--- config.mk ---
export PLATFORM = sky130hd
export DESIGN_NAME = hid_to_ps2_scancode_translator_unit
export DESIGN_NICKNAME = d
export VERILOG_FILES = /design/src/h2ps2_pkg.sv /design/src/h2ps2_front.sv /design/src/h2ps2_cmd_queue.sv /design/src/h2ps2_back.sv /design/src/hid_to_ps2_scancode_translator_unit.sv
export SDC_FILE = /design/constraint.sdc
export NUM_CORES = 1
export LEC_CHECK = 0
export ABC_AREA = 1
export BUFFER_PORTS_ARGS = -buffer_cell sky130_fd_sc_hd__buf_2
export CAP_MARGIN = 20
export CORE_MARGIN = 4
export CORE_UTILIZATION = 50
export DETAILED_ROUTE_END_ITERATION = 10
export PLACE_DENSITY = 0.76
export SKIP_LAST_GASP = 1
export SYNTH_ARGS = -nofsm -noshare
export SYNTH_HDL_FRONTEND = slang
export SYNTH_SLANG_ARGS = --single-unit
--- constraint.sdc ---
create_clock -name aclk -period 2.7 [get_ports aclk]
set_clock_uncertainty 0.05 [all_clocks]
set_input_delay 0.54 -clock aclk [delete_from_list [all_inputs] [get_ports aclk]]
set_output_delay 0.54 -clock aclk [all_outputs]
set_load 0.005 [all_outputs]
--- src/h2ps2_pkg.sv ---
// Shared types, constants and lookup tables of the HID to PS/2 set-2 translator.
// No dependencies; imported by h2ps2_front, h2ps2_cmd_queue, h2ps2_back and the top level.
package h2ps2_pkg;

    localparam logic [7:0] PFX_EXT     = 8'hE0;
    localparam logic [7:0] PFX_BRK     = 8'hF0;
    localparam logic [7:0] PFX_PAUSE   = 8'hE1;
    localparam logic [7:0] USAGE_PRTSC = 8'h46;
    localparam logic [7:0] USAGE_PAUSE = 8'h48;

    localparam int CMD_QUEUE_DEPTH = 4;

    typedef enum logic [1:0] {
        CMD_KEY,
        CMD_MODS,
        CMD_SEQ
    } cmd_kind_t;

    typedef enum logic [1:0] {
        SEQ_PRT_MAKE,
        SEQ_PRT_BRK,
        SEQ_PAUSE
    } seq_id_t;

    typedef struct packed {
        cmd_kind_t   kind;
        logic        rel;
        logic        ext;
        logic [7:0]  data;
        seq_id_t     seq;
    } cmd_t;

    localparam logic [7:0] USAGE_MAP [256] = '{
        8'h00,8'h00,8'hfc,8'h00,8'h1c,8'h32,8'h21,8'h23,
        8'h24,8'h2b,8'h34,8'h33,8'h43,8'h3b,8'h42,8'h4b,
        8'h3a,8'h31,8'h44,8'h4d,8'h15,8'h2d,8'h1b,8'h2c,
        8'h3c,8'h2a,8'h1d,8'h22,8'h35,8'h1a,8'h16,8'h1e,
        8'h26,8'h25,8'h2e,8'h36,8'h3d,8'h3e,8'h46,8'h45,
        8'h5a,8'h76,8'h66,8'h0d,8'h29,8'h4e,8'h55,8'h54,
        8'h5b,8'h5d,8'h5d,8'h4c,8'h52,8'h0e,8'h41,8'h49,
        8'h4a,8'h58,8'h05,8'h06,8'h04,8'h0c,8'h03,8'h0b,
        8'h83,8'h0a,8'h01,8'h09,8'h78,8'h07,8'hfe,8'h7e,
        8'hfe,8'h70,8'h6c,8'h7d,8'h71,8'h69,8'h7a,8'h74,
        8'h6b,8'h72,8'h75,8'h77,8'h4a,8'h7c,8'h7b,8'h79,
        8'h5a,8'h69,8'h72,8'h7a,8'h6b,8'h73,8'h74,8'h6c,
        8'h75,8'h7d,8'h70,8'h71,8'h61,8'h2f,8'h37,8'h0f,
        8'h08,8'h10,8'h18,8'h20,8'h28,8'h30,8'h38,8'h40,
        8'h48,8'h50,8'h57,8'h5f,8'hff,8'hff,8'hff,8'hff,
        8'hff,8'hff,8'hff,8'hff,8'hff,8'hff,8'hff,8'hff,
        8'hff,8'hff,8'hff,8'hff,8'hff,8'h6d,8'hff,8'h51,
        8'h13,8'h6a,8'h64,8'h67,8'h27,8'hff,8'hff,8'hff,
        8'hf2,8'hf1,8'h63,8'h62,8'h5f,8'hff,8'hff,8'hff,
        8'hff,8'hff,8'hff,8'hff,8'hff,8'hff,8'hff,8'hff,
        8'hff,8'hff,8'hff,8'hff,8'hff,8'hff,8'hff,8'hff,
        8'hff,8'hff,8'hff,8'hff,8'hff,8'hff,8'hff,8'hff,
        8'hff,8'hff,8'hff,8'hff,8'hff,8'hff,8'hff,8'hff,
        8'hff,8'hff,8'hff,8'hff,8'hff,8'hff,8'hff,8'hff,
        8'hff,8'hff,8'hff,8'hff,8'hff,8'hff,8'hff,8'hff,
        8'hff,8'hff,8'hff,8'hff,8'hff,8'hff,8'hff,8'hff,
        8'hff,8'hff,8'hff,8'hff,8'hff,8'hff,8'hff,8'hff,
        8'hff,8'hff,8'hff,8'hff,8'hff,8'hff,8'hff,8'hff,
        8'h14,8'h12,8'h11,8'h1f,8'h14,8'h59,8'h11,8'h27,
        8'hff,8'hff,8'hff,8'hff,8'hff,8'hff,8'hff,8'hff,
        8'hff,8'hff,8'hff,8'hff,8'hff,8'hff,8'hff,8'hff,
        8'hff,8'hff,8'hff,8'hff,8'hff,8'hff,8'hff,8'hff
    };

    localparam logic [7:0] MOD_MAP [8] = '{
        8'h14, 8'h12, 8'h11, 8'h1f, 8'h14, 8'h59, 8'h11, 8'h27
    };

    // Modifiers that need the E0 prefix: right GUI, right ctrl, right alt, left GUI.
    localparam logic [7:0] MOD_EXT = 8'b1101_1000;

    localparam logic [7:0] SEQ_PRT_MAKE_ROM [8] = '{
        8'hE0, 8'h12, 8'hE0, 8'h7C, 8'h00, 8'h00, 8'h00, 8'h00
    };
    localparam logic [7:0] SEQ_PRT_BRK_ROM [8] = '{
        8'hE0, 8'hF0, 8'h7C, 8'hE0, 8'hF0, 8'h12, 8'h00, 8'h00
    };
    localparam logic [7:0] SEQ_PAUSE_ROM [8] = '{
        8'hE1, 8'h14, 8'h77, 8'hE1, 8'hF0, 8'h14, 8'hF0, 8'h77
    };

    function automatic logic usage_is_ext(input logic [7:0] u);
        return (u >= 8'h49 && u <= 8'h52) || u == 8'h54 || u == 8'h58 ||
               u == 8'h65 || u == 8'h66 || u == 8'he3 || u == 8'he4 ||
               u == 8'he6 || u == 8'he7;
    endfunction

    function automatic logic [7:0] seq_byte(input seq_id_t s, input logic [2:0] i);
        logic [7:0] b;
        case (s)
            SEQ_PRT_MAKE: b = SEQ_PRT_MAKE_ROM[i];
            SEQ_PRT_BRK:  b = SEQ_PRT_BRK_ROM[i];
            SEQ_PAUSE:    b = SEQ_PAUSE_ROM[i];
            default:      b = 8'h00;
        endcase
        return b;
    endfunction

    // Index of the final byte of each fixed sequence.
    function automatic logic [2:0] seq_last_idx(input seq_id_t s);
        logic [2:0] n;
        case (s)
            SEQ_PRT_MAKE: n = 3'd3;
            SEQ_PRT_BRK:  n = 3'd5;
            SEQ_PAUSE:    n = 3'd7;
            default:      n = 3'd0;
        endcase
        return n;
    endfunction

    // Position of the lowest set bit; zero when no bit is set.
    function automatic logic [2:0] low_idx(input logic [7:0] b);
        logic [2:0] r;
        r = 3'd0;
        for (int i = 7; i >= 0; i--) begin
            if (b[i]) begin
                r = 3'(i);
            end
        end
        return r;
    endfunction

endpackage

--- src/h2ps2_front.sv ---
// Front end: accepts key events and classifies them into translation commands.
// Depends on h2ps2_pkg for the usage table and command types.
module h2ps2_front (
    input  logic              s_valid,
    output logic              s_ready,
    input  logic              s_action,
    input  logic              s_released,
    input  logic [7:0]        s_code,
    output logic              cmd_valid,
    input  logic              cmd_ready,
    output h2ps2_pkg::cmd_t   cmd
);
    import h2ps2_pkg::*;

    logic produces;

    // Events that give no bytes are taken and dropped here.
    always_comb begin
        produces  = 1'b1;
        cmd.kind  = CMD_KEY;
        cmd.rel   = s_released;
        cmd.ext   = 1'b0;
        cmd.data  = s_code;
        cmd.seq   = SEQ_PRT_MAKE;
        if (s_code == 8'h00) begin
            produces = 1'b0;
        end else if (s_action) begin
            cmd.kind = CMD_MODS;
        end else if (s_code == USAGE_PRTSC) begin
            cmd.kind = CMD_SEQ;
            cmd.seq  = s_released ? SEQ_PRT_BRK : SEQ_PRT_MAKE;
        end else if (s_code == USAGE_PAUSE) begin
            cmd.kind = CMD_SEQ;
            cmd.seq  = SEQ_PAUSE;
            produces = !s_released;
        end else begin
            cmd.ext  = usage_is_ext(s_code);
            cmd.data = USAGE_MAP[s_code];
        end
    end

    assign s_ready   = cmd_ready;
    assign cmd_valid = s_valid && produces;

endmodule

--- src/h2ps2_cmd_queue.sv ---
// Short command queue in flip-flops between the front end and the byte sequencer.
// Depends on h2ps2_pkg for the command type.
module h2ps2_cmd_queue #(
    parameter int DEPTH = h2ps2_pkg::CMD_QUEUE_DEPTH
) (
    input  logic              aclk,
    input  logic              aresetn,
    input  logic              wr_valid,
    output logic              wr_ready,
    input  h2ps2_pkg::cmd_t   wr_cmd,
    output logic              rd_valid,
    input  logic              rd_ready,
    output h2ps2_pkg::cmd_t   rd_cmd
);
    import h2ps2_pkg::*;

    localparam int PTR_W = (DEPTH > 1) ? $clog2(DEPTH) : 1;
    localparam int CNT_W = $clog2(DEPTH + 1);

    cmd_t              mem_reg [DEPTH];
    logic [PTR_W-1:0]  wr_ptr_reg, wr_ptr_next;
    logic [PTR_W-1:0]  rd_ptr_reg, rd_ptr_next;
    logic [CNT_W-1:0]  count_reg, count_next;
    logic              push, pop;

    assign wr_ready = count_reg != CNT_W'(DEPTH);
    assign rd_valid = count_reg != '0;
    assign rd_cmd   = mem_reg[rd_ptr_reg];
    assign push     = wr_valid && wr_ready;
    assign pop      = rd_valid && rd_ready;

    always_comb begin
        wr_ptr_next = wr_ptr_reg;
        rd_ptr_next = rd_ptr_reg;
        count_next  = count_reg;
        if (push) begin
            wr_ptr_next = (wr_ptr_reg == PTR_W'(DEPTH - 1)) ? '0 : wr_ptr_reg + 1'b1;
        end
        if (pop) begin
            rd_ptr_next = (rd_ptr_reg == PTR_W'(DEPTH - 1)) ? '0 : rd_ptr_reg + 1'b1;
        end
        if (push && !pop) begin
            count_next = count_reg + 1'b1;
        end else if (pop && !push) begin
            count_next = count_reg - 1'b1;
        end
    end

    always_ff @(posedge aclk) begin
        if (!aresetn) begin
            wr_ptr_reg <= '0;
            rd_ptr_reg <= '0;
            count_reg  <= '0;
        end else begin
            wr_ptr_reg <= wr_ptr_next;
            rd_ptr_reg <= rd_ptr_next;
            count_reg  <= count_next;
        end
        if (push) begin
            mem_reg[wr_ptr_reg] <= wr_cmd;
        end
    end

endmodule

--- src/h2ps2_back.sv ---
// Back end: steps through one command a byte at a time into a registered output stage.
// Depends on h2ps2_pkg for tables, sequence ROMs and command types.
module h2ps2_back (
    input  logic              aclk,
    input  logic              aresetn,
    input  logic              cmd_valid,
    output logic              cmd_ready,
    input  h2ps2_pkg::cmd_t   cmd,
    output logic              m_valid,
    input  logic              m_ready,
    output logic [7:0]        m_out_byte,
    output logic              m_last
);
    import h2ps2_pkg::*;

    typedef enum logic [1:0] {
        PH_EXT,
        PH_BRK,
        PH_CODE
    } phase_t;

    function automatic phase_t first_phase(input logic ext, input logic rel);
        return ext ? PH_EXT : (rel ? PH_BRK : PH_CODE);
    endfunction

    logic        busy_reg,  busy_next;
    cmd_kind_t   kind_reg,  kind_next;
    logic        rel_reg,   rel_next;
    logic [7:0]  val_reg,   val_next;
    logic [7:0]  bits_reg,  bits_next;
    seq_id_t     seq_reg,   seq_next;
    logic [2:0]  idx_reg,   idx_next;
    phase_t      phase_reg, phase_next;
    logic        m_valid_reg, m_valid_next;
    logic [7:0]  out_byte_reg, out_byte_next;
    logic        last_reg,  last_next;

    logic        out_free, emit, load;
    logic        cur_last;
    logic [7:0]  cur_val, cur_byte;
    logic [7:0]  mod_low, mod_rest;
    logic [2:0]  mod_idx, rest_idx, head_idx;

    assign out_free  = !m_valid_reg || m_ready;
    assign emit      = busy_reg && out_free;
    assign load      = cmd_valid && (!busy_reg || (emit && cur_last));
    assign cmd_ready = load;

    // Byte selection for the current step.
    always_comb begin
        mod_low  = bits_reg & (~bits_reg + 8'd1);
        mod_rest = bits_reg & ~mod_low;
        mod_idx  = low_idx(bits_reg);
        rest_idx = low_idx(mod_rest);
        head_idx = low_idx(cmd.data);

        if (kind_reg == CMD_MODS) begin
            cur_val = MOD_MAP[mod_idx];
        end else begin
            cur_val = val_reg;
        end

        cur_byte = cur_val;
        cur_last = 1'b0;
        case (kind_reg)
            CMD_SEQ: begin
                cur_byte = seq_byte(seq_reg, idx_reg);
                cur_last = idx_reg == seq_last_idx(seq_reg);
            end
            CMD_KEY, CMD_MODS: begin
                case (phase_reg)
                    PH_EXT:  cur_byte = PFX_EXT;
                    PH_BRK:  cur_byte = PFX_BRK;
                    PH_CODE: begin
                        cur_byte = cur_val;
                        cur_last = (kind_reg == CMD_KEY) || (mod_rest == 8'h00);
                    end
                    default: cur_byte = cur_val;
                endcase
            end
            default: cur_last = 1'b1;
        endcase
    end

    // Next state of the sequencer and the output stage.
    always_comb begin
        busy_next     = busy_reg;
        kind_next     = kind_reg;
        rel_next      = rel_reg;
        val_next      = val_reg;
        bits_next     = bits_reg;
        seq_next      = seq_reg;
        idx_next      = idx_reg;
        phase_next    = phase_reg;
        m_valid_next  = m_valid_reg;
        out_byte_next = out_byte_reg;
        last_next     = last_reg;

        if (out_free) begin
            m_valid_next  = emit;
            out_byte_next = cur_byte;
            last_next     = cur_last;
        end

        if (emit) begin
            idx_next = idx_reg + 3'd1;
            case (phase_reg)
                PH_EXT:  phase_next = rel_reg ? PH_BRK : PH_CODE;
                PH_BRK:  phase_next = PH_CODE;
                PH_CODE: begin
                    bits_next  = mod_rest;
                    phase_next = first_phase(MOD_EXT[rest_idx], rel_reg);
                end
                default: phase_next = PH_CODE;
            endcase
            if (cur_last) begin
                busy_next = 1'b0;
            end
        end

        if (load) begin
            busy_next = 1'b1;
            kind_next = cmd.kind;
            rel_next  = cmd.rel;
            val_next  = cmd.data;
            bits_next = cmd.data;
            seq_next  = cmd.seq;
            idx_next  = 3'd0;
            if (cmd.kind == CMD_MODS) begin
                phase_next = first_phase(MOD_EXT[head_idx], cmd.rel);
            end else begin
                phase_next = first_phase(cmd.ext, cmd.rel);
            end
        end
    end

    always_ff @(posedge aclk) begin
        if (!aresetn) begin
            busy_reg    <= 1'b0;
            m_valid_reg <= 1'b0;
        end else begin
            busy_reg    <= busy_next;
            m_valid_reg <= m_valid_next;
        end
        kind_reg     <= kind_next;
        rel_reg      <= rel_next;
        val_reg      <= val_next;
        bits_reg     <= bits_next;
        seq_reg      <= seq_next;
        idx_reg      <= idx_next;
        phase_reg    <= phase_next;
        out_byte_reg <= out_byte_next;
        last_reg     <= last_next;
    end

    assign m_valid    = m_valid_reg;
    assign m_out_byte = out_byte_reg;
    assign m_last     = last_reg;

`ifndef SYNTHESIS
    // A modifier command in progress always has a key left to send.
    a_mods_nonempty: assert property (@(posedge aclk) disable iff (!aresetn)
        busy_reg && kind_reg == CMD_MODS |-> bits_reg != 8'h00)
        else $error("modifier command active with empty bitmap");

    // A fixed sequence never runs past its final byte.
    a_seq_in_range: assert property (@(posedge aclk) disable iff (!aresetn)
        busy_reg && kind_reg == CMD_SEQ |-> idx_reg <= seq_last_idx(seq_reg))
        else $error("fixed sequence index past its end");

    // Sending a byte that is not the last keeps the command in progress.
    a_busy_holds: assert property (@(posedge aclk) disable iff (!aresetn)
        emit && !cur_last |=> busy_reg)
        else $error("command dropped before its last byte");

    // Sending the last byte with no command waiting leaves the sequencer idle with that byte presented as last.
    a_last_from_cmd: assert property (@(posedge aclk) disable iff (!aresetn)
        emit && cur_last && !cmd_valid |=> !busy_reg && m_valid_reg && last_reg)
        else $error("last byte not presented at end of command");
`endif

endmodule

--- src/hid_to_ps2_scancode_translator_unit.sv ---
// Top level of the HID keyboard event to PS/2 scan code set 2 translator.
// Depends on h2ps2_pkg, h2ps2_front, h2ps2_cmd_queue and h2ps2_back.
//
//   Channel | Direction | Ports                                    | Moves
//   --------+-----------+------------------------------------------+------------------------
//   s_      | in        | s_valid s_ready s_action s_released s_code | one key event
//   m_      | out       | m_valid m_ready m_out_byte m_last          | one scan code byte
//
// An event is taken in the cycle it arrives whenever the command queue has room, and
// its classified command enters the queue at that same edge. The sequencer sends one
// byte per cycle while the m_ side is ready, from 1 to 20 bytes per event; the next
// command is loaded on the edge that sends the last byte of the current one, so
// back-to-back events leave no gap. From an idle block the first byte of an event is
// written to the queue, loaded into the sequencer and then into the output register.
// Events that give no bytes (usage zero, empty bitmap, Pause release) take one input
// transfer and nothing else. Reset (aresetn, synchronous, active low) empties the queue
// and the output stage. An m_ stall holds the output register and, once the queue is
// full, backs up into s_ready; the input side keeps taking events meanwhile.
module hid_to_ps2_scancode_translator_unit #(
    parameter int CMD_QUEUE_DEPTH = h2ps2_pkg::CMD_QUEUE_DEPTH
) (
    input  logic        aclk,
    input  logic        aresetn,
    input  logic        s_valid,
    output logic        s_ready,
    input  logic        s_action,
    input  logic        s_released,
    input  logic [7:0]  s_code,
    output logic        m_valid,
    input  logic        m_ready,
    output logic [7:0]  m_out_byte,
    output logic        m_last
);
    import h2ps2_pkg::*;

    // Commands from the classifier into the queue.
    logic  front_valid, front_ready;
    cmd_t  front_cmd;

    // Commands from the queue into the byte sequencer.
    logic  back_valid, back_ready;
    cmd_t  back_cmd;

    h2ps2_front u_front (
        .s_valid    (s_valid),
        .s_ready    (s_ready),
        .s_action   (s_action),
        .s_released (s_released),
        .s_code     (s_code),
        .cmd_valid  (front_valid),
        .cmd_ready  (front_ready),
        .cmd        (front_cmd)
    );

    h2ps2_cmd_queue #(
        .DEPTH (CMD_QUEUE_DEPTH)
    ) u_queue (
        .aclk     (aclk),
        .aresetn  (aresetn),
        .wr_valid (front_valid),
        .wr_ready (front_ready),
        .wr_cmd   (front_cmd),
        .rd_valid (back_valid),
        .rd_ready (back_ready),
        .rd_cmd   (back_cmd)
    );

    // The sequencer owns the output register, which parts the m_ side from the queue.
    h2ps2_back u_back (
        .aclk       (aclk),
        .aresetn    (aresetn),
        .cmd_valid  (back_valid),
        .cmd_ready  (back_ready),
        .cmd        (back_cmd),
        .m_valid    (m_valid),
        .m_ready    (m_ready),
        .m_out_byte (m_out_byte),
        .m_last     (m_last)
    );

endmodule

==> results of run 1 <==
## worst reg2reg max path: cells and delay by family (launching register included)
family	cells	cell delay, ns
fa+ha+maj	2	0.53
compound gates	4	0.47
simple gates	12	1.14
flops	1	0.43
## final cells by class
class	count	area, µm²
well taps	172	215
multi-input cells	584	3160
repair buffers	114	896
clock buffers	12	268
fillers	1132	4820
clock inverters	4	35.0
inverters	106	408
flip-flops and latches	102	2920
## routing by layer
metal / up-vias / part of all wire [%]
met5: - / 0
met4: 0 / 4.9
met3: 75 / 8.2
met2: 338 / 47
met1: 2782 / 40
li1: 2971 / -
## how the worst max path moves through the flow
stage	start	endpoint	slack, ns	depth (start not counted)
floorplan	s_code[1]	u_queue.count_reg[2]	0.01	15
global placement	s_code[1]	u_queue.count_reg[2]	-0.02	16
detailed placement	s_code[1]	u_queue.count_reg[2]	-0.12	16
CTS	u_back.bits_reg[3]	u_queue.count_reg[2]	0.03	18
global route	u_back.bits_reg[1]	u_queue.count_reg[2]	-0.13	18
finish	u_back.bits_reg[1]	u_queue.count_reg[2]	0.04	18
## cell usage in the layout, fill, tap and decap left out, types with 3 or more instances in the layout
cell / count
clkbuf_16: 10
inv_6: 3
a31oi_1: 10
o22ai_1: 7
o21ai_0: 73
a21boi_0: 5
o221ai_1: 8
nand2_1: 176
nand4_1: 4
o21ai_1: 3
inv_2: 7
dfxtp_1: 14
nand2_2: 8
a21oi_1: 48
nor2_1: 94
nand2_4: 3
inv_1: 96
nand3_1: 54
nor3_1: 5
buf_4: 82
o21ai_2: 8
nor2_2: 5
buf_12: 8
o211ai_1: 9
nor2_4: 5
edfxtp_1: 88
ha_1: 29
buf_2: 24
## cells in the mapped netlist (3+ instances only)
cell type,instances
o21ai_0,75
a31oi_1,10
nand2_4,3
a21oi_1,49
a21boi_0,5
nor2_1,97
nand4_1,4
edfxtp_1,88
clkbuf_1,14
o21ai_2,8
nor3_1,5
nor2_4,3
o221ai_1,8
dfxtp_1,14
o22ai_1,7
nand2_1,183
nor2_2,4
nand3_1,54
o211ai_1,9
buf_2,10
ha_1,31
inv_2,4
inv_1,101
## power groups by stage
stage / sequential [W] / clock, W / combinational [W]
floorplan: 0.00256 / 0 / 0.00209
global placement: 0.00257 / 0 / 0.00295
global route: 0.00260 / 0.00138 / 0.00363
finish: 0.00255 / 0.00130 / 0.00325
CTS: 0.00254 / 0.00131 / 0.00312
detailed placement: 0.00258 / 0 / 0.00302
## cell families after synthesis
group / share of synthesized area [%]
compound gates: 17.3
fa+ha+maj: 6.24
xor+xnor: 0.268
flops: 44.7
simple gates: 23.4
buf+inv: 8.04
## metrics by stage
stage	cell area (µm²)	setup TNS, ns
3_5_place_dp	7490	-0.129
4_1_cts	7840	0
3_3_place_gp	7490	-0.0216
6_report	7900	0
2_1_floorplan	6580	0
5_1_grt	7900	-0.128
## repair_timing
item | 4_1_cts | 5_1_grt
gates cloned | 0 | 0
setup buffers | 5 | 5
pin swaps | 2 | 9
setup endpoints to repair | 1 | 2
resized for setup | 2 | 11
==> impl_metrics.tcl, run 1 <==
set metrics [dict create \
    ios 25 \
    via_per_inst 5.64 \
    syn_area_mm2 0.00654 \
    synth-edff-count 88 \
    die-height_um 122 \
    cts_hold_buf 0 \
    crit_required_ns 2.94 \
    n_antenna_cell 0 \
    crit_fanout 5 \
    htree_num_levels 3 \
    route.vias.total 6166 \
    slew_violations 0 \
    dieArea_mm2 0.0150 \
    seqPwrFrac_pct 36.0 \
    leakagePower_nw 3.48 \
    synthDistinctLibCells 48 \
    p_per_area_mw_per_mm2 899 \
    start_util_pct 51.4 \
    synthCells 818 \
    hold_start "s_released" \
    wl_per_cell_um 17.2 \
    setup_violations 0 \
    clk_pin_slew_ns 0.07 \
    swShare_pct 39.7 \
    crit_path_frequent_cell "nand2_1" \
    cp-start-kind "register" \
    cts-root-buf "clkbuf_16" \
    area.growth.synth_to_final_pct 20.8 \
    ir_drop_v 0.000633 \
    drv_cap 0 \
    intPower_w 0.00428 \
    fin_crit_sh_pct 98.6 \
    max_slew_margin_pct 55.5 \
    finalPower_w 0.00710 \
    worst_pin_slew_ns 0.667 \
    period_needed_ns 2.66 \
    antenna_found_initial 0 \
    placed_cells 1068 \
    synth_area_per_cell_um2 7.99 \
    endpoint_kind "register" \
    largest_reg_flops 56 \
    grt_use_met2_pct 42.0 \
    rsz0062_at_grt "true" \
    cp_top_family "simple AND/OR/NAND/NOR gates" \
    worst_hold_path_type "in -> reg" \
    ys_ff_latch 102 \
    final_hold_viol_count 0 \
    clock_path_buffers 2 \
    grt_max_degree 36 \
    num_rows 41 \
    cts_tree "built" \
    first_pass_iters 6 \
    portBuffers 24 \
    top_usage_layer "met2" \
    crit_chain "nor2_4, nand3_1, nand2_2, nand2_1, nor2_1, nand2_1, nand2_1, nand2_1, nand2_2, nand2_2, nand2_4, nand2_4, ha_4, fa_2, a21oi_2, o21a_1, o21ai_1, a21oi_1" \
    worstSkewPairLatency_ns 0.35 \
    final_nets 963 \
    dpl.hpwl_um 14200 \
    worstRegToRegCells 18 \
    drc 0 \
    yosys.area.top_type "edfxtp_1" \
    clkPwrFrac_pct 18.3 \
    grtUsageMet3_pct 4.75 \
    run_status "complete, no violations" \
    grt_pass1_vias 5836 \
    yosysTopAreaCellShare_pct 40.4 \
    async_reset_ff_share_pct 0 \
    yosysSeqAreaShare_pct 44.7 \
    synthTopCellsByArea "edfxtp_1 40%, nand2_1 11%, ha_1 5.9%" \
    cpMaxStageDelayCell "edfxtp_1" \
    drt-total-wl_um 18800 \
    grt_pass1_wl_um 29700 \
    hold_path_end "u_queue.mem_reg[0][11]" \
    fin_util_pct 62.1 \
    dpl_worst_slack_ns -0.123 \
    gr-total-overflow 0 \
    drt-initial-drc-count 777 \
    r2r-start "u_back.bits_reg[1]" \
    power_switching_w 0.00282 \
    fmax_mhz 376 \
    reg2reg_slack_ns 0.04 \
    path_class "reg -> reg" \
    whs_ns 0.389 \
    max_stage_delay_ns 0.43 \
    stdcell_count 1094 \
    cts_num_sinks 102 \
    drive_gt1_share_pct 19.2 \
    yosysWarnings 0 \
    track_usage_pct 25.7 \
    combPwrFrac_pct 45.7 \
    synthesis.nets 864 \
    cts_inserted_buffers 9 \
    place_congestion 1.10 \
    fin_ws_ns 0.0382 \
    reg2reg_to "u_queue.count_reg[2]" \
    cp_num_buf_inv 0 \
    synthFlopType "edfxtp_1" \
    hold-path-cell-count 1 \
    antenna_left 0 \
    arrival_ns 2.90 \
    core_mm2 0.0127 \
    die_x_um 122 \
    grtUsageMet1_pct 32.5 \
]
Power figures use the tool's default switching activity.
==> run 2: changes to the inputs <==
--- a/config.mk
+++ b/config.mk
@@ -12,7 +12,6 @@
 export CORE_UTILIZATION = 50
 export DETAILED_ROUTE_END_ITERATION = 10
 export PLACE_DENSITY = 0.76
-export SKIP_LAST_GASP = 1
 export SYNTH_ARGS = -nofsm -noshare
 export SYNTH_HDL_FRONTEND = slang
 export SYNTH_SLANG_ARGS = --single-unit
==> constraint.sdc (replaced) <==
create_clock -name aclk -period 2.7 [get_ports aclk]
set_clock_uncertainty 0.05 [all_clocks]
set_input_delay 0.54 -clock aclk [delete_from_list [all_inputs] [get_ports aclk]]
set_output_delay 0.54 -clock aclk [all_outputs]
set_load 0.1 [all_outputs]
==> impl_metrics.tcl, run 2 (same netlist as run 1, synthesis figures left out) <==
set metrics [dict create \
    clkPwrFrac_pct 16.1 \
    cts_inserted_buffers 9 \
    portBuffers 24 \
    swShare_pct 43.6 \
    cts-root-buf "clkbuf_16" \
    core_mm2 0.0127 \
    fin_util_pct 60.3 \
    drc 0 \
    route.vias.total 5975 \
    die_x_um 122 \
    n_antenna_cell 0 \
    max_stage_delay_ns 0.42 \
    stdcell_count 1070 \
    first_pass_iters 7 \
    arrival_ns 2.77 \
    fin_ws_ns 0.142 \
    power_switching_w 0.00325 \
    fmax_mhz 391 \
    run_status "complete, no violations" \
    gr-total-overflow 0 \
    cpMaxStageDelayCell "edfxtp_1" \
    layout_common_cells "175 x nand2_1, 98 x inv_1, 92 x nor2_1" \
    r2r-start "u_back.bits_reg[0]" \
    htree_num_levels 3 \
    drt-total-wl_um 17200 \
    die-height_um 122 \
    seqPwrFrac_pct 34.3 \
    layout_commonest_cell "nand2_1" \
    rsz0062_at_grt "true" \
    whs_ns 0.395 \
    largest_reg_flops 56 \
    placed_cells 1047 \
    dpl_worst_slack_ns -0.0735 \
    via_per_inst 5.58 \
    cts_tree "built" \
    leakagePower_nw 3.33 \
    ir_drop_v 0.000467 \
    ios 25 \
    drv_cap 0 \
    hold_start "s_released" \
    area.growth.synth_to_final_pct 17.3 \
    clk_pin_slew_ns 0.06 \
    cp.depth 18 \
    cts_num_sinks 102 \
    endpoint_kind "register" \
    antenna_left 0 \
    worst_hold_path_type "in -> reg" \
    antenna_found_initial 0 \
    crit_fanout 5 \
    wl_per_cell_um 16.0 \
    crit_required_ns 2.92 \
    final_nets 939 \
    p_per_area_mw_per_mm2 973 \
    setup_violations 0 \
    grt_max_degree 36 \
    place_congestion 1.12 \
    drive_gt1_share_pct 17.1 \
    cp_num_buf_inv 0 \
    intPower_w 0.00421 \
    drt-initial-drc-count 739 \
    hold-path-cell-count 1 \
    cp-start-kind "register" \
    dpl.hpwl_um 13000 \
    num_rows 41 \
    max_slew_margin_pct 65.5 \
    combPwrFrac_pct 49.7 \
    startpoint "u_back.bits_reg[0]" \
    grt_pass1_vias 5528 \
    final_hold_viol_count 0 \
    cp_top_family "simple AND/OR/NAND/NOR gates" \
    start_util_pct 51.4 \
    path_class "reg -> reg" \
    worstRegToRegCells 18 \
    grt_pass1_wl_um 27400 \
    period_needed_ns 2.56 \
    worstSkewPairLatency_ns 0.34 \
    slew_violations 0 \
    fin_crit_sh_pct 94.8 \
    clock_path_buffers 2 \
    worst_pin_slew_ns 0.511 \
    dieArea_mm2 0.0150 \
    crit_chain "nor2_4, nand2_2, nor2_2, nor2_2, nor2_1, nand2_1, nand2_1, nand2_1, nand2_2, nand2_2, nand2_4, nand2_4, ha_4, fa_2, a21oi_2, o21a_1, o21ai_1, a21oi_1" \
    track_usage_pct 23.3 \
]
==> run 2: layout make-up <==
type / instances / area (µm²)
fill: 1111 / 5050
sequential: 102 / 2920
clock buffer: 13 / 262
clock inverter: 3 / 21.3
inverter: 106 / 408
multi-input combinational: 584 / 3170
timing repair buffer: 90 / 669
tap: 172 / 215
==> run 2: power groups by stage <==
stage               logic [W]  clock network (W)  registers (W)
global route          0.00411            0.00128        0.00260
finish                0.00371            0.00120        0.00256
floorplan             0.00212                  0        0.00307
global placement      0.00344                  0        0.00256
detailed placement    0.00350                  0        0.00258
CTS                   0.00359            0.00122        0.00255
==> run 2: what timing repair did <==
item	in CTS	in global routing
pin swaps	1	13
resized for setup	4	11
endpoints found under the setup margin	1	1
hold buffers	0	0
setup buffers	3	4
==> run 2: final timing paths <==
kind	to	slack, ns
worst max-delay path	u_queue.count_reg[2]	0.14
worst min-delay path	u_queue.mem_reg[3][11]	0.39
worst max register to register	u_queue.count_reg[2]	0.14
worst min register to register	u_queue.count_reg[0]	0.46
==> run 2: through the flow <==
step	area [µm²]	setup TNS [ns]	power [W]
2_1_floorplan	6580	0	0.00519
3_3_place_gp	7290	0	0.00601
3_5_place_dp	7290	-0.0735	0.00608
4_1_cts	7600	0	0.00737
5_1_grt	7670	-0.0948	0.00800
6_report	7670	0	0.00746
==> run 2: layer usage <==
layer,up-vias,wire [µm],track usage [%]
li1,2919,-,-
met1,2668,6900,29.7
met5,-,0,0
met3,67,1400,4.61
met4,0,787,10.8
met2,321,8080,38.3
==> run 3: changes to the inputs <==
--- a/config.mk
+++ b/config.mk
@@ -5,11 +5,12 @@
 export SDC_FILE = /design/constraint.sdc
 export NUM_CORES = 1
 export LEC_CHECK = 0
-export ABC_AREA = 1
+export ABC_AREA = 0
 export BUFFER_PORTS_ARGS = -buffer_cell sky130_fd_sc_hd__buf_2
 export CAP_MARGIN = 20
 export CORE_MARGIN = 4
 export CORE_UTILIZATION = 50
+export CTS_CLUSTER_SIZE = 30
 export DETAILED_ROUTE_END_ITERATION = 10
 export PLACE_DENSITY = 0.76
 export SYNTH_ARGS = -nofsm -noshare
==> impl_metrics.tcl, run 3 <==
set metrics [dict create \
    cp_top_family "simple AND/OR/NAND/NOR gates" \
    synth_area_per_cell_um2 10.0 \
    worst_hold_path_type "in -> reg" \
    grt_max_degree 42 \
    path_class "reg -> reg" \
    placed_cells 968 \
    start_util_pct 51.4 \
    synthTopCellsByArea "edfxtp_1 39%, ha_1 5.7%, mux4_2 5.3%" \
    synth-edff-count 88 \
    seq_area_mm2 0.00292 \
    period_needed_ns 2.98 \
    layout_commonest_cell "buf_4" \
    dpl.hpwl_um 15900 \
    dieArea_mm2 0.0157 \
    synthFlopType "edfxtp_1" \
    run_status "finished with violations" \
    drc 0 \
    synth_most_common_cell "edfxtp_1" \
    route.vias.total 6133 \
    syn_area_mm2 0.00686 \
    clock_path_buffers 2 \
    max_slew_margin_pct 57.1 \
    worst_pin_slew_ns 0.635 \
    antenna_found_initial 0 \
    reg2reg_slack_ns -0.28 \
    antenna_left 0 \
    cp_num_buf_inv 1 \
    layout_common_cells "138 x buf_4, 88 x edfxtp_1, 62 x nand2_1" \
    failed_checks "negative setup slack" \
    die_x_um 125 \
    combPwrFrac_pct 52.4 \
    slew_violations 0 \
    via_per_inst 6.19 \
    drive_gt1_share_pct 29.2 \
    grt_pass1_wl_um 33700 \
    final_nets 856 \
    stdcell_count 991 \
    synthesis.nets 732 \
    fin_ws_ns -0.280 \
    clk_pin_slew_ns 0.08 \
    finalPower_w 0.00820 \
    gr-total-overflow 0 \
    num_rows 42 \
    setup_violations 3 \
    crit_fanout 3 \
    power_switching_w 0.00345 \
    n_antenna_cell 0 \
    ios 25 \
    multi_input_area_mm2 0.00369 \
    place_congestion 0.959 \
    p_per_area_mw_per_mm2 957 \
    drt-total-wl_um 21000 \
    yosysWarnings 0 \
    drt-initial-drc-count 556 \
    synth_common_cells "88 x edfxtp_1, 62 x nand2_1, 49 x o21ai_0, 47 x clkbuf_1, 39 x nor2_1" \
    track_usage_pct 27.1 \
    fin_util_pct 64.2 \
    cts_inserted_buffers 9 \
    synthCells 686 \
    cpMaxStageDelayCell "or4_4" \
    largest_reg_flops 56 \
    async_reset_ff_share_pct 0 \
    cts-root-buf "clkbuf_16" \
    grt_pass1_vias 6133 \
    clkPwrFrac_pct 16.1 \
    htree_num_levels 3 \
    crit_required_ns 2.93 \
    die-height_um 125 \
    n_fill_cell 1085 \
    whs_ns 0.435 \
    rsz0062_at_grt "true" \
    synthDistinctLibCells 73 \
    drv_cap 0 \
    cts_num_sinks 102 \
    ys_ff_latch 102 \
    cts_tree "built" \
    yosys.area.top_type "edfxtp_1" \
    wl_per_cell_um 21.2 \
    portBuffers 24 \
    endpoint_kind "register" \
    crit_chain "or4_4, a211oi_4, nor3_2, o41ai_4, and2_4, inv_6, ha_4, fa_2, xnor2_1, or3_1, a21boi_1" \
    core_mm2 0.0133 \
    fin_crit_sh_pct 110 \
    first_pass_iters 5 \
    leakagePower_nw 3.33 \
    ir_drop_v 0.000480 \
    seqPwrFrac_pct 31.5 \
    max_stage_delay_ns 0.58 \
    intPower_w 0.00476 \
    worstSkewPairLatency_ns 0.35 \
    yosysSeqAreaShare_pct 42.6 \
    cp-start-kind "register" \
    area.growth.synth_to_final_pct 25.0 \
    fmax_mhz 336 \
    yosysTopAreaCellShare_pct 38.5 \
    swShare_pct 42.0 \
    arrival_ns 3.21 \
    final_hold_viol_count 0 \
]
==> run 3: what timing repair did <==
action                                  CTS  global route
pin swaps                                 5             3
hold buffers                              0             0
resized for setup                         5             3
endpoints found under the hold margin     0             0
cloned                                    0             0
buffers inserted                          7             1
endpoints found under the setup margin   11            12
==> run 3: power groups by stage <==
stage	Sequential, W	Clock (W)	Combinational [W]
floorplan	0.00306	0	0.00225
global placement	0.00257	0	0.00397
detailed placement	0.00261	0	0.00406
CTS	0.00258	0.00134	0.00422
global route	0.00263	0.00142	0.00465
finish	0.00259	0.00132	0.00430
==> run 3: final timing paths <==
check / from / depth (start not counted) / to
max: u_back.bits_reg[1] / 11 / u_queue.count_reg[2]
min: s_released / 1 / u_queue.mem_reg[0][11]
min reg2reg: u_queue.rd_ptr_reg[0] / 2 / register
max reg2reg: u_back.bits_reg[1] / 11 / u_queue.count_reg[2]
==> run 3: through the flow <==
step                      setup TNS, ns  instance area (µm²)  setup slack (ns)
final                            -0.514                 8570            -0.280
after global routing              -1.36                 8570            -0.439
after CTS                        -0.504                 8540            -0.287
after detailed placement          -1.92                 8160            -0.281
after global placement           -0.521                 8160            -0.186
after floorplan                   -4.40                 6920            -0.469
==> run 3: layout make-up <==
| cell class | count | area share [%] |
|---|---|---|
| clock buffer | 9 | 2.63 |
| multi-input combinational | 503 | 43.1 |
| timing repair buffer | 170 | 15.4 |
| tap | 176 | 2.57 |
| inverter | 24 | 1.11 |
| clock inverter | 7 | 1.15 |
| sequential | 102 | 34.1 |
==> run 3: cells by family after synthesis <==
family,synth area share [%]
AND/OR/NAND/NOR,16.4
buffers and inverters,4.80
adder cells (fa/ha/maj),5.95
XOR/XNOR,0.766
flip-flops,42.6
multiplexers,7.72
AO/OA/AOI/OAI,21.7
==> run 3: routing by layer <==
| metal | global-route usage [%] | vias to the layer above | part of all wire, % |
|---|---|---|---|
| li1 | - | 2852 | - |
| met1 | 30.8 | 2915 | 37 |
| met2 | 48.8 | 294 | 52 |
| met3 | 4.35 | 72 | 5.8 |
| met4 | 14.3 | 0 | 5.4 |
| met5 | 0 | - | 0 |
